## config.mk

```make
export PLATFORM = sky130hd
export DESIGN_NAME = static_linked_list_engine
export DESIGN_NICKNAME = d
export VERILOG_FILES = /design/src/hdl/sll_pkg.sv /design/src/hdl/sll_alloc.sv /design/src/hdl/static_linked_list_engine.sv
export SDC_FILE = /design/constraint.sdc
export NUM_CORES = 2
export LEC_CHECK = 0
export ABC_CLOCK_PERIOD_IN_PS = 6600
export BUFFER_PORTS_ARGS = -buffer_cell sky130_fd_sc_hd__clkbuf_2
export CAP_MARGIN = 20
export CORE_ASPECT_RATIO = 1.25
export CORE_MARGIN = 5
export CORE_UTILIZATION = 35
export DETAILED_ROUTE_END_ITERATION = 8
export PLACE_DENSITY = 0.55
export SLEW_MARGIN = 20
export SYNTH_ARGS = -nofsm -noshare
export SYNTH_HDL_FRONTEND = slang
export SYNTH_SLANG_ARGS = --single-unit
```

## constraint.sdc

```tcl
create_clock -name clk -period 6.6 [get_ports clk]
set_clock_uncertainty 0.2 [all_clocks]
set_input_delay 0.66 -clock clk [delete_from_list [all_inputs] [get_ports clk]]
set_output_delay 0.66 -clock clk [all_outputs]
set_load 0.02 [all_outputs]
```

## src/hdl/sll_pkg.sv

```systemverilog
package sll_pkg;

    localparam int NODE_COUNT_DEF = 32;
    localparam int LIST_COUNT_DEF = 2;

    localparam logic [2:0] OP_INSERT  = 3'd0;
    localparam logic [2:0] OP_ERASE   = 3'd1;
    localparam logic [2:0] OP_PUSH    = 3'd2;
    localparam logic [2:0] OP_POP     = 3'd3;
    localparam logic [2:0] OP_READOUT = 3'd4;

    localparam logic [1:0] ST_OK    = 2'd0;
    localparam logic [1:0] ST_RANGE = 2'd1;
    localparam logic [1:0] ST_FULL  = 2'd2;

    typedef struct packed {
        logic [2:0]         operation;
        logic               list_select;
        logic [5:0]         position;
        logic signed [31:0] item_value;
    } sll_in_t;

    typedef struct packed {
        logic [1:0]         status;
        logic [4:0]         slot_index;
        logic signed [31:0] element_value;
        logic [5:0]         list_length;
        logic               is_last;
    } sll_out_t;

endpackage

```

## src/hdl/sll_alloc.sv

```systemverilog
// Lowest-free-slot search, scanned one slot per cycle.
module sll_alloc #(
    parameter int NODE_COUNT = 32
) (
    input  logic                          clk,
    input  logic                          rst_n,
    input  logic                          scan_start,
    input  logic [NODE_COUNT-1:0]         used_map,
    output logic                          scan_done,
    output logic [$clog2(NODE_COUNT)-1:0] free_slot
);
    localparam int AW = $clog2(NODE_COUNT);

    logic          busy_reg, busy_next;
    logic [AW-1:0] idx_reg, idx_next;
    logic          done_reg, done_next;

    always_comb
    begin
        busy_next = busy_reg;
        idx_next  = idx_reg;
        done_next = 1'b0;
        if (scan_start)
        begin
            busy_next = 1'b1;
            idx_next  = '0;
        end
        else if (busy_reg)
        begin
            if (!used_map[idx_reg])
            begin
                busy_next = 1'b0;
                done_next = 1'b1;
            end
            else
            begin
                idx_next = idx_reg + AW'(1);
            end
        end
    end

    always_ff @(posedge clk or negedge rst_n)
    begin
        if (!rst_n)
        begin
            busy_reg <= 1'b0;
            idx_reg  <= '0;
            done_reg <= 1'b0;
        end
        else
        begin
            busy_reg <= busy_next;
            idx_reg  <= idx_next;
            done_reg <= done_next;
        end
    end

    assign scan_done = done_reg;
    assign free_slot = idx_reg;
endmodule

```

## src/hdl/static_linked_list_engine.sv

```systemverilog
// Several singly linked lists share one store of NODE_COUNT nodes; a new node
// always takes the lowest free slot. A transaction is taken when start is high
// and busy low; busy then stays high until the cycle in which the last result
// is shown. Results appear for one cycle each with result_valid set and cannot
// be held off, so the receiver must take every one. Insert and erase walk the
// list one link per cycle through the node store, and allocation scans the used
// map one slot per cycle; a read out checks the list and then shows its elements
// in order from the head.
module static_linked_list_engine #(
    parameter int NODE_COUNT = sll_pkg::NODE_COUNT_DEF,
    parameter int LIST_COUNT = sll_pkg::LIST_COUNT_DEF
) (
    input  logic              clk,
    input  logic              rst_n,
    input  logic              start,
    input  sll_pkg::sll_in_t  command,
    output logic              busy,
    output logic              result_valid,
    output sll_pkg::sll_out_t result
);
    import sll_pkg::*;

    localparam int AW = $clog2(NODE_COUNT);
    localparam int LW = (LIST_COUNT > 1) ? $clog2(LIST_COUNT) : 1;
    localparam int CW = $clog2(NODE_COUNT + 1);

    typedef enum logic [8:0] {
        S_IDLE  = 9'b000000001,
        S_CHECK = 9'b000000010,
        S_ALLOC = 9'b000000100,
        S_WALK  = 9'b000001000,
        S_LINK  = 9'b000010000,
        S_ERASE = 9'b000100000,
        S_RDREQ = 9'b001000000,
        S_RDOUT = 9'b010000000,
        S_EMIT  = 9'b100000000
    } state_t;

    state_t state_reg, state_next;

    logic [31:0]           mem_val [NODE_COUNT];
    logic [AW-1:0]         mem_link[NODE_COUNT];
    logic [NODE_COUNT-1:0] used_reg, used_next;
    logic [AW-1:0]         head_reg[LIST_COUNT];
    logic [CW-1:0]         size_reg[LIST_COUNT];

    sll_in_t       cmd_reg;
    logic [LW-1:0] lsel;
    logic          lsel_ok;
    logic [CW-1:0] cur_size;
    logic [CW-1:0] pos_reg, pos_next;
    logic [CW-1:0] cnt_reg, cnt_next;
    logic [AW-1:0] ptr_reg, ptr_next;
    logic [AW-1:0] fresh_reg, fresh_next;
    logic          is_ins;
    logic          alloc_start, alloc_done;
    logic [AW-1:0] alloc_slot;

    // Registered reads from the store.
    logic [31:0]   rd_val;
    logic [AW-1:0] rd_link;
    logic [AW-1:0] rd_addr;

    // Store write requests.
    logic          wv_en, wl_en;
    logic [AW-1:0] wv_addr, wl_addr;
    logic [AW-1:0] wl_data;
    logic          head_we, size_inc, size_dec;
    logic [AW-1:0] head_data;

    sll_out_t res_reg, res_next;
    logic     rv_reg, rv_next;

    sll_alloc #(.NODE_COUNT(NODE_COUNT)) u_alloc (
        .clk        (clk),
        .rst_n      (rst_n),
        .scan_start (alloc_start),
        .used_map   (used_reg),
        .scan_done  (alloc_done),
        .free_slot  (alloc_slot)
    );

    assign lsel     = LW'(cmd_reg.list_select);
    assign lsel_ok  = (32'(cmd_reg.list_select) < LIST_COUNT);
    assign cur_size = lsel_ok ? size_reg[lsel] : '0;
    assign is_ins   = (cmd_reg.operation == OP_INSERT) || (cmd_reg.operation == OP_PUSH);

    function automatic sll_out_t mk(input logic [1:0] st, input logic [AW-1:0] sl,
                                    input logic [31:0] v, input logic [CW-1:0] len,
                                    input logic last);
        sll_out_t r;
        r.status        = st;
        r.slot_index    = 5'(sl);
        r.element_value = v;
        r.list_length   = 6'(len);
        r.is_last       = last;
        return r;
    endfunction

    always_comb
    begin
        state_next  = state_reg;
        used_next   = used_reg;
        pos_next    = pos_reg;
        cnt_next    = cnt_reg;
        ptr_next    = ptr_reg;
        fresh_next  = fresh_reg;
        res_next    = res_reg;
        rv_next     = 1'b0;
        alloc_start = 1'b0;
        rd_addr     = ptr_reg;
        wv_en       = 1'b0;
        wl_en       = 1'b0;
        wv_addr     = fresh_reg;
        wl_addr     = ptr_reg;
        wl_data     = fresh_reg;
        head_we     = 1'b0;
        head_data   = fresh_reg;
        size_inc    = 1'b0;
        size_dec    = 1'b0;
        case (state_reg)
            S_IDLE:
            begin
                if (start)
                begin
                    state_next = S_CHECK;
                end
            end
            S_CHECK:
            begin
                state_next = S_EMIT;
                if (!lsel_ok)
                begin
                    res_next = mk(ST_RANGE, '0, '0, '0, 1'b1);
                end
                else
                begin
                    case (cmd_reg.operation)
                        OP_INSERT, OP_PUSH:
                        begin
                            pos_next = (cmd_reg.operation == OP_PUSH) ? cur_size
                                                                      : CW'(cmd_reg.position);
                            if (32'(cur_size) >= NODE_COUNT)
                            begin
                                res_next = mk(ST_FULL, '0, '0, cur_size, 1'b1);
                            end
                            else if (cmd_reg.operation == OP_INSERT &&
                                     7'(cmd_reg.position) > 7'(cur_size))
                            begin
                                res_next = mk(ST_RANGE, '0, '0, cur_size, 1'b1);
                            end
                            else if (&used_reg)
                            begin
                                res_next = mk(ST_FULL, '0, '0, cur_size, 1'b1);
                            end
                            else
                            begin
                                alloc_start = 1'b1;
                                state_next  = S_ALLOC;
                            end
                        end
                        OP_ERASE, OP_POP:
                        begin
                            pos_next = (cmd_reg.operation == OP_POP) ? cur_size - CW'(1)
                                                                     : CW'(cmd_reg.position);
                            if (cmd_reg.operation == OP_POP && cur_size == '0)
                            begin
                                res_next = mk(ST_RANGE, '0, '0, '0, 1'b1);
                            end
                            else if (cmd_reg.operation == OP_ERASE &&
                                     7'(cmd_reg.position) >= 7'(cur_size))
                            begin
                                res_next = mk(ST_RANGE, '0, '0, cur_size, 1'b1);
                            end
                            else
                            begin
                                ptr_next   = head_reg[lsel];
                                cnt_next   = '0;
                                rd_addr    = head_reg[lsel];
                                state_next = S_WALK;
                            end
                        end
                        OP_READOUT:
                        begin
                            if (cur_size == '0)
                            begin
                                res_next = mk(ST_RANGE, '0, '0, '0, 1'b1);
                            end
                            else
                            begin
                                ptr_next   = head_reg[lsel];
                                cnt_next   = '0;
                                rd_addr    = head_reg[lsel];
                                state_next = S_RDOUT;
                            end
                        end
                        default:
                        begin
                            res_next = mk(ST_RANGE, '0, '0, cur_size, 1'b1);
                        end
                    endcase
                end
            end
            S_ALLOC:
            begin
                if (alloc_done)
                begin
                    fresh_next = alloc_slot;
                    used_next[alloc_slot] = 1'b1;
                    ptr_next   = head_reg[lsel];
                    cnt_next   = '0;
                    rd_addr    = head_reg[lsel];
                    state_next = S_WALK;
                end
            end
            S_WALK:
            begin
                // ptr_reg is the node at position cnt_reg; rd_link its link.
                if (pos_reg == '0)
                begin
                    state_next = is_ins ? S_LINK : S_ERASE;
                end
                else if (cnt_reg + CW'(1) == pos_reg)
                begin
                    state_next = is_ins ? S_LINK : S_ERASE;
                end
                else
                begin
                    ptr_next = rd_link;
                    cnt_next = cnt_reg + CW'(1);
                    rd_addr  = rd_link;
                end
            end
            S_LINK:
            begin
                wv_en   = 1'b1;
                wv_addr = fresh_reg;
                wl_en   = 1'b1;
                if (pos_reg == '0)
                begin
                    wl_addr   = fresh_reg;
                    wl_data   = (cur_size != '0) ? head_reg[lsel] : '0;
                    head_we   = 1'b1;
                    head_data = fresh_reg;
                end
                else
                begin
                    // New node takes prev's link first; prev is rewritten next.
                    wl_addr = fresh_reg;
                    wl_data = rd_link;
                end
                size_inc   = 1'b1;
                res_next   = mk(ST_OK, fresh_reg, '0, cur_size + CW'(1), 1'b1);
                state_next = (pos_reg == '0) ? S_EMIT : S_ERASE;
            end
            S_ERASE:
            begin
                if (is_ins)
                begin
                    wl_en      = 1'b1;
                    wl_addr    = ptr_reg;
                    wl_data    = fresh_reg;
                    state_next = S_EMIT;
                end
                else if (pos_reg == '0)
                begin
                    head_we   = 1'b1;
                    head_data = rd_link;
                    used_next[ptr_reg] = 1'b0;
                    size_dec   = 1'b1;
                    res_next   = mk(ST_OK, ptr_reg, '0, cur_size - CW'(1), 1'b1);
                    state_next = S_EMIT;
                end
                else
                begin
                    // Fetch the victim's link, then splice in S_RDREQ.
                    fresh_next = rd_link;
                    rd_addr    = rd_link;
                    state_next = S_RDREQ;
                end
            end
            S_RDREQ:
            begin
                wl_en   = 1'b1;
                wl_addr = ptr_reg;
                wl_data = rd_link;
                used_next[fresh_reg] = 1'b0;
                size_dec   = 1'b1;
                res_next   = mk(ST_OK, fresh_reg, '0, cur_size - CW'(1), 1'b1);
                state_next = S_EMIT;
            end
            S_RDOUT:
            begin
                rv_next  = 1'b1;
                res_next = mk(ST_OK, '0, rd_val, cur_size, cnt_reg + CW'(1) == cur_size);
                ptr_next = rd_link;
                cnt_next = cnt_reg + CW'(1);
                rd_addr  = rd_link;
                if (cnt_reg + CW'(1) == cur_size)
                begin
                    state_next = S_IDLE;
                end
            end
            S_EMIT:
            begin
                rv_next    = 1'b1;
                state_next = S_IDLE;
            end
            default:
            begin
                state_next = S_IDLE;
            end
        endcase
    end

    always_ff @(posedge clk)
    begin
        rd_val  <= mem_val[rd_addr];
        rd_link <= mem_link[rd_addr];
        if (wv_en)
        begin
            mem_val[wv_addr] <= cmd_reg.item_value;
        end
        if (wl_en)
        begin
            mem_link[wl_addr] <= wl_data;
        end
        if (start && state_reg == S_IDLE)
        begin
            cmd_reg <= command;
        end
        pos_reg   <= pos_next;
        cnt_reg   <= cnt_next;
        ptr_reg   <= ptr_next;
        fresh_reg <= fresh_next;
        res_reg   <= res_next;
        if (head_we)
        begin
            head_reg[lsel] <= head_data;
        end
    end

    always_ff @(posedge clk or negedge rst_n)
    begin
        if (!rst_n)
        begin
            state_reg <= S_IDLE;
            used_reg  <= '0;
            rv_reg    <= 1'b0;
            for (int i = 0; i < LIST_COUNT; i++)
            begin
                size_reg[i] <= '0;
            end
        end
        else
        begin
            state_reg <= state_next;
            used_reg  <= used_next;
            rv_reg    <= rv_next;
            if (size_inc)
            begin
                size_reg[lsel] <= size_reg[lsel] + CW'(1);
            end
            else if (size_dec)
            begin
                size_reg[lsel] <= size_reg[lsel] - CW'(1);
            end
        end
    end

    assign busy         = (state_reg != S_IDLE);
    assign result_valid = rv_reg;
    assign result       = res_reg;
endmodule

```

[Word level (Yosys, flattened, before mapping)]
Memory sizes are Yosys's and may differ from the RTL's. A register that Yosys moved wholly into a read port is not among the register bits.
Cells that the tools add are included.
Operators by class
  multipliers: 0
  bitwise gates (word level): 6
  $lt $le $gt $ge: 11
  reduce and logical (&&, ||, !) cells: 33
  divide/modulo/power cells: 0
  equal/unequal tests: 32
  add/sub/neg operators: 4
  multiplexer cells: 110
  shift-type cells: 0
Operator list (number)
  two-way mux 46 bit: 8
  one-hot mux 46 bit (5 select lines): 1
  one-hot mux 46 bit (3 select lines): 1
  two-way mux 9 bit: 14
  two-way mux 5 bit: 20
  two-way mux 32 bit: 3
  one-hot mux 32 bit (3 select lines): 1
  two-way mux 6 bit: 13
  one-hot mux 9 bit (8 select lines): 1
  AND 32 bit: 2
  NOT 32 bit: 2
  bitwise OR 32 bit: 1
  AND reduction 32 bit: 1
  one-hot mux 5 bit (2 select lines): 3
  two-way mux 1 bit: 27
  one-hot mux 9 bit (3 select lines): 1
  one-hot mux 5 bit (5 select lines): 1
  bitwise mux 12 bit: 2
  two-way mux 12 bit: 2
  one-hot mux 6 bit (2 select lines): 2
  one-hot mux 6 bit (4 select lines): 1
  one-hot mux 5 bit (4 select lines): 1
  < comparator 5 x 6 -> 1 bit (second input constant): 3
  demux 1 bit (select 5 bit): 3
  other kinds (47): 82
Word-level totals
  register bits: 171
  bits in latches: 0
  ROM bits: 0
  input bits: 45
  memory bits (writable): 1194
  word-level logic and storage cells: 220
  memories: 3
Memory list
  mem_val: words 32, bits a word 32, read ports 1, clocked after memory_dff 1, write ports 1, RTL line static_linked_list_engine.sv:41  | logic [31:0] mem_val [NODE_COUNT];
  mem_link: words 32, bits a word 5, read ports 1, clocked after memory_dff 1, write ports 1, RTL line static_linked_list_engine.sv:42  | logic [AW-1:0] mem_link[NODE_COUNT];
  head_reg: words 2, bits a word 5, read ports 1, clocked after memory_dff 1, write ports 1, RTL line static_linked_list_engine.sv:44  | logic [AW-1:0] head_reg[LIST_COUNT];

[Logic depth before layout (Yosys ltp)]
  depth in word-level cells: 12
  depth in mapped cells: 19
  mapped depth without buffers: 13

[Modules after synthesis]
From an unflattened synthesis, not the netlist that was laid out.
Second synthesis, totals
  cells, all modules: 4032
  area, all modules: 57440.1 um^2
By module, submodules not included
  static_linked_list_engine: instances 1, sequential area each 41270.8 um^2, cells each 3957, area each 56714.4 um^2
  sll_alloc: instances 1, sequential area each 175.2 um^2, cells each 75, area each 725.7 um^2

[Worst setup path before layout]
OpenSTA, ideal clock, no wires.
  path type: reg-to-reg
  start point: reg cmd_reg (netlist bit lsel)
  end point: reg res_reg (netlist bit result[0]), enable pin
  data arrival time: 5918 ps
  buffers on the path: 2
  path slack: -25 ps
  setup time: 506 ps
  data required time: 5894 ps
  period minus slack after synthesis: 6625 ps
  cell stages (with the launch flop): 12
  path through: edfxtp_1 -> buf_4 -> clkbuf_1 -> mux2i_1 -> ha_1 -> and4_1 -> and3_1 -> nor4_1 -> nand3b_1 -> or2_2 -> a31oi_1 -> nor3_1
On the way
  word-level cells in the longest chain between the ends: 8
  elaborated cells on any way between the ends: 15
Ends and longest elaborated chain
  start, declared: RTL line static_linked_list_engine.sv:47  | sll_in_t cmd_reg;
  start signal, assigned: RTL line static_linked_list_engine.sv:330  | cmd_reg <= command;
  NOT 1 -> 2 bit (not written as such) (*): RTL line static_linked_list_engine.sv:85  | assign cur_size = lsel_ok ? size_reg[lsel] : '0;
  two-way mux 6 bit (not written as such) (*) (3 in a row): RTL line static_linked_list_engine.sv:85
  greater-than comparator 6 bit, or another cell as far along: RTL line static_linked_list_engine.sv:148  | 7'(cmd_reg.position) > 7'(cur_size))
  logical AND 1 bit, on equally long branches: RTL line static_linked_list_engine.sv:147, static_linked_list_engine.sv:166, static_linked_list_engine.sv:170
  inequality test 5 bit (no line) or inequality test 4 bit (tied branches)
  AND reduction 6 bit (no line) (*)
  end signal, assigned: RTL line static_linked_list_engine.sv:336  | res_reg <= res_next;
  end, declared: RTL line static_linked_list_engine.sv:71  | sll_out_t res_reg, res_next;
Every way passes the cells marked *; elsewhere a longest branch is shown, timed or not. The select of a mux whose other input is x is not followed.
A chain may end at the register's enable or synchronous reset.

[Final worst setup path]
  start point: reg cmd_reg (netlist bit lsel)
  end point: reg rd_val[11], read port of mem_val
On the way
  word-level cells in the longest chain between the ends: 10
  elaborated cells on any way between the ends: 13
Ends and longest elaborated chain
  NOT 1 -> 2 bit (not written as such) (*): RTL line static_linked_list_engine.sv:85
  two-way mux 6 bit (not written as such) (*) (3 in a row): RTL line static_linked_list_engine.sv:85
  greater-or-equal comparator 6 bit: RTL line static_linked_list_engine.sv:171  | 7'(cmd_reg.position) >= 7'(cur_size))
  logical AND 1 bit: RTL line static_linked_list_engine.sv:170  | else if (cmd_reg.operation == OP_ERASE &&
  two-way mux 5 bit
  two-way mux 5 bit: RTL line static_linked_list_engine.sv:166  | if (cmd_reg.operation == OP_POP && cur_size == '0)
  one-hot mux 5 bit (2 select lines) (*)
  one-hot mux 5 bit (5 select lines) (*): RTL line static_linked_list_engine.sv:121  | case (state_reg)
  end, declared: RTL line static_linked_list_engine.sv:60  | logic [31:0] rd_val;
Marks and branches as above.

==> out/summary.txt <==
status: complete, no violations
Top reg by flops: mem_val
Min-Delay Path Class: flip-flop to flip-flop
Final GP Congestion: 0.8382
clock group share of total power: 0.313
Post-Syn Area per Cell: 13.79 µm²
clock-pin slew on the worst setup and hold paths: 0.06 ns
Util after Layout: 0.4065
RSZ-0062 raised after global routing: no
core region area: 165700 µm²
Arr. time, crit path: 6.33 ns
Internal: 17690 µW
via/cell ratio: 5.716
CTS resizes: 0
first-pass GRT wire length: 262.4 mm
CP Max Fanout: 28
number of nets in the final layout: 4404
Final WS setup: 0.7072 ns
sequential power share: 0.408
Max Clock Freq: 0.1697 GHz
synth top area cells: edfxtp_1 67%, nand2_1 3.9%, dfrtp_1 2.6%
final wirelength: 182.4 mm
MaxCap Viol Count: 0
Worst EP required: 7.04 ns
Final Hold Viols: 0
R2R Setup Slk: 0.71 ns
CP endpoint kind: flip-flop
period utilization: 0.8929
initial core utilization: 0.3523
vias in the first global route: 37210
Comb pwr share: 0.278
CTS root buffer: clkbuf_16
hold path start: size_reg[6]
final setup vio count: 0
Area Overhead vs Synth: 15.39%
post-synth cell types: 96
I/O pin count: 93
row cnt: 167
GRT overflow: 0
Sw Share: 0.3422
Seq/Total Area, Yosys: 0.7100
drt pass-1 iters: 6
TritonCTS clock tree: yes
I/O Buffers: 92
Clk Latency, worst-skew pair: 0.80 ns
synthesized net count: 4291
Post-Syn Area: 58370 µm²
Setup CP Type: flip-flop to flip-flop
YS warnings: 0
Setup WS pre-CTS: 0.7950 ns
worst relative slew slack: 0.2121
CTS HTree Levels: 4
Syn Inst Count: 4232
largest net degree at the start of global routing: 134
Max Buffers Root-to-Sink: 3
setup TNS: 0 ns
Switch Pwr: 9200 µW
Final HPWL DP: 103.9 mm
vias after detailed routing: 38110
antenna violations before repair: 6
Wirelength per Cell: 27.35 µm
Post-synth EDFFs: 1304
async set or reset register ratio after synthesis: 0.04348
CTS Buf Count: 145
Worst-Margin Slew: 1.179 ns
Hold Buf Count CTS: 44
startpoint type of the worst setup path: flip-flop
DRC: 0
leading area contributor after synthesis: edfxtp_1
max reg flops: 1024
register bit total from synthesis: 1403
clk sinks: 1403
number of max-slew violations in the final report: 0
cell area power density: 399.2 nW/µm²
worst r2r src: lsel
maximum VDD drop: 0.0003297 V
layout cells sized above 1: 0.1349
Post-DRT Antenna Nets: 0
Main synth FF type: edfxtp_1
CP startpoint: lsel
post-layout min period: 5.893 ns
post-synth top area share: 0.6708
die height: 466.6 µm
Lkg Pwr: 0.02292 µW
GRT Total Usage: 0.2024
postcts setup bufs: 0
total die area: 175100 µm²
initial DRC count: 3965
Die Wd: 375.3 µm
## critical path: stages (launching register included)
cell and delay, ns:
edfxtp_1 0.31, buf_4 0.22, mux2i_1 0.56, inv_1 0.26, ha_1 0.35, nand2b_1 0.15
a211o_1 0.33, a21oi_1 0.22, mux2i_1 0.42, a211oi_4 0.19, and2_4 0.36, nor2_4 0.91
buf_4 0.44, nand3_1 0.11, and3_1 0.19, or4_1 0.49
## worst paths after layout
kind | to | cells past startpoint
worst max-delay path | rd_val[11] | 15
worst min-delay path | size_reg[6] | 1
worst max register to register | rd_val[11] | 15
worst min register to register | size_reg[6] | 1
max in group asynchronous | state_reg[1] | 3
min in group asynchronous | used_reg[22] | 3
## layout by cell type, fill, tap and decap left out, types with 38 or more instances in the layout
| cell type | n |
|---|---|
| a31oi_1 | 49 |
| a32oi_1 | 44 |
| a221o_1 | 138 |
| nor2_1 | 123 |
| clkbuf_16 | 147 |
| clkbuf_2 | 92 |
| mux2i_1 | 124 |
| dfrtp_1 | 60 |
| a32o_1 | 62 |
| nor3_1 | 53 |
| edfxtp_1 | 1304 |
| nand3_1 | 140 |
| dfxtp_1 | 38 |
| buf_4 | 118 |
| nor2_4 | 39 |
| and3_1 | 219 |
| a211oi_1 | 158 |
| dlygate4sd3_1 | 44 |
| a21oi_1 | 237 |
| and2_1 | 39 |
| nor4_1 | 46 |
| o21ai_0 | 76 |
| nand2_1 | 606 |
## logic make-up after synthesis
| group | Yosys count | synth area share |
|---|---|---|
| AO/OA/AOI/OAI | 903 | 0.1134 |
| XOR/XNOR | 36 | 0.005916 |
| adder cells (fa/ha/maj) | 14 | 0.003001 |
| buffers and inverters | 326 | 0.02377 |
| flip-flops | 1403 | 0.7100 |
| multiplexers | 144 | 0.02686 |
| AND/OR/NAND/NOR | 1406 | 0.1170 |
## power by group through the flow
stage / registers (µW) / clock network, µW / logic, µW
2_1_floorplan: 10900 / 0 / 4740
3_3_place_gp: 11200 / 0 / 7360
3_5_place_dp: 11200 / 0 / 7390
4_1_cts: 11000 / 8590 / 7440
5_1_grt: 11000 / 8930 / 7990
6_report: 11000 / 8430 / 7480
## synthesized netlist by cell type, types with 12 or more instances
| cell | instances |
|---|---|
| a211oi_1 | 159 |
| or4_1 | 32 |
| a22oi_1 | 22 |
| a221o_1 | 138 |
| buf_1 | 23 |
| a21oi_1 | 237 |
| dfrtp_1 | 60 |
| and3_1 | 220 |
| nand2_1 | 606 |
| a31oi_1 | 49 |
| a32o_1 | 62 |
| xor2_1 | 12 |
| nor2_1 | 158 |
| a31o_2 | 21 |
| or2_2 | 19 |
| xnor2_1 | 22 |
| o21ai_0 | 79 |
| buf_2 | 43 |
| nor4_1 | 46 |
| inv_1 | 14 |
| a21oi_2 | 14 |
| and2_1 | 40 |
| a32oi_1 | 44 |
| edfxtp_1 | 1304 |
| nand4_1 | 24 |
| nand3_1 | 140 |
| nand2b_1 | 17 |
| ha_1 | 14 |
| dfxtp_1 | 38 |
| nor3_1 | 55 |
| clkbuf_1 | 228 |
| buf_6 | 12 |
| mux2i_1 | 124 |
## layout make-up
type | instances | area, µm²
timing repair buffer | 278 | 2267
tap | 2197 | 2749
fill | 15170 | 98340
antenna | 2 | 5.005
clock buffer | 179 | 3859
sequential | 1403 | 41450
inverter | 14 | 52.55
multi-input combinational | 2503 | 15950
clock inverter | 92 | 1022
## metrics by stage
stage / cells / hold slack, ns / cell area (µm²) / total power (µW)
floorplan: 4232 / 0.1644 / 58380 / 15650
global placement: 6345 / 0.2594 / 61900 / 18560
detailed placement: 6347 / 0.2628 / 61950 / 18600
CTS: 6662 / 0.2735 / 67280 / 27050
global route: 6667 / 0.2793 / 67350 / 27960
finish: 6668 / 0.2741 / 67350 / 26890
## metal layers
layer | up-vias | routed length [µm] | GRT usage | share of wire
met5 | - | 0 | 0 | 0
met4 | 0 | 6592 | 0.07603 | 0.036
met3 | 387 | 11730 | 0.02933 | 0.064
met2 | 1538 | 91390 | 0.3523 | 0.50
met1 | 19470 | 72650 | 0.2565 | 0.40
li1 | 16720 | - | - | -
(Power assumes the default switching activity.)
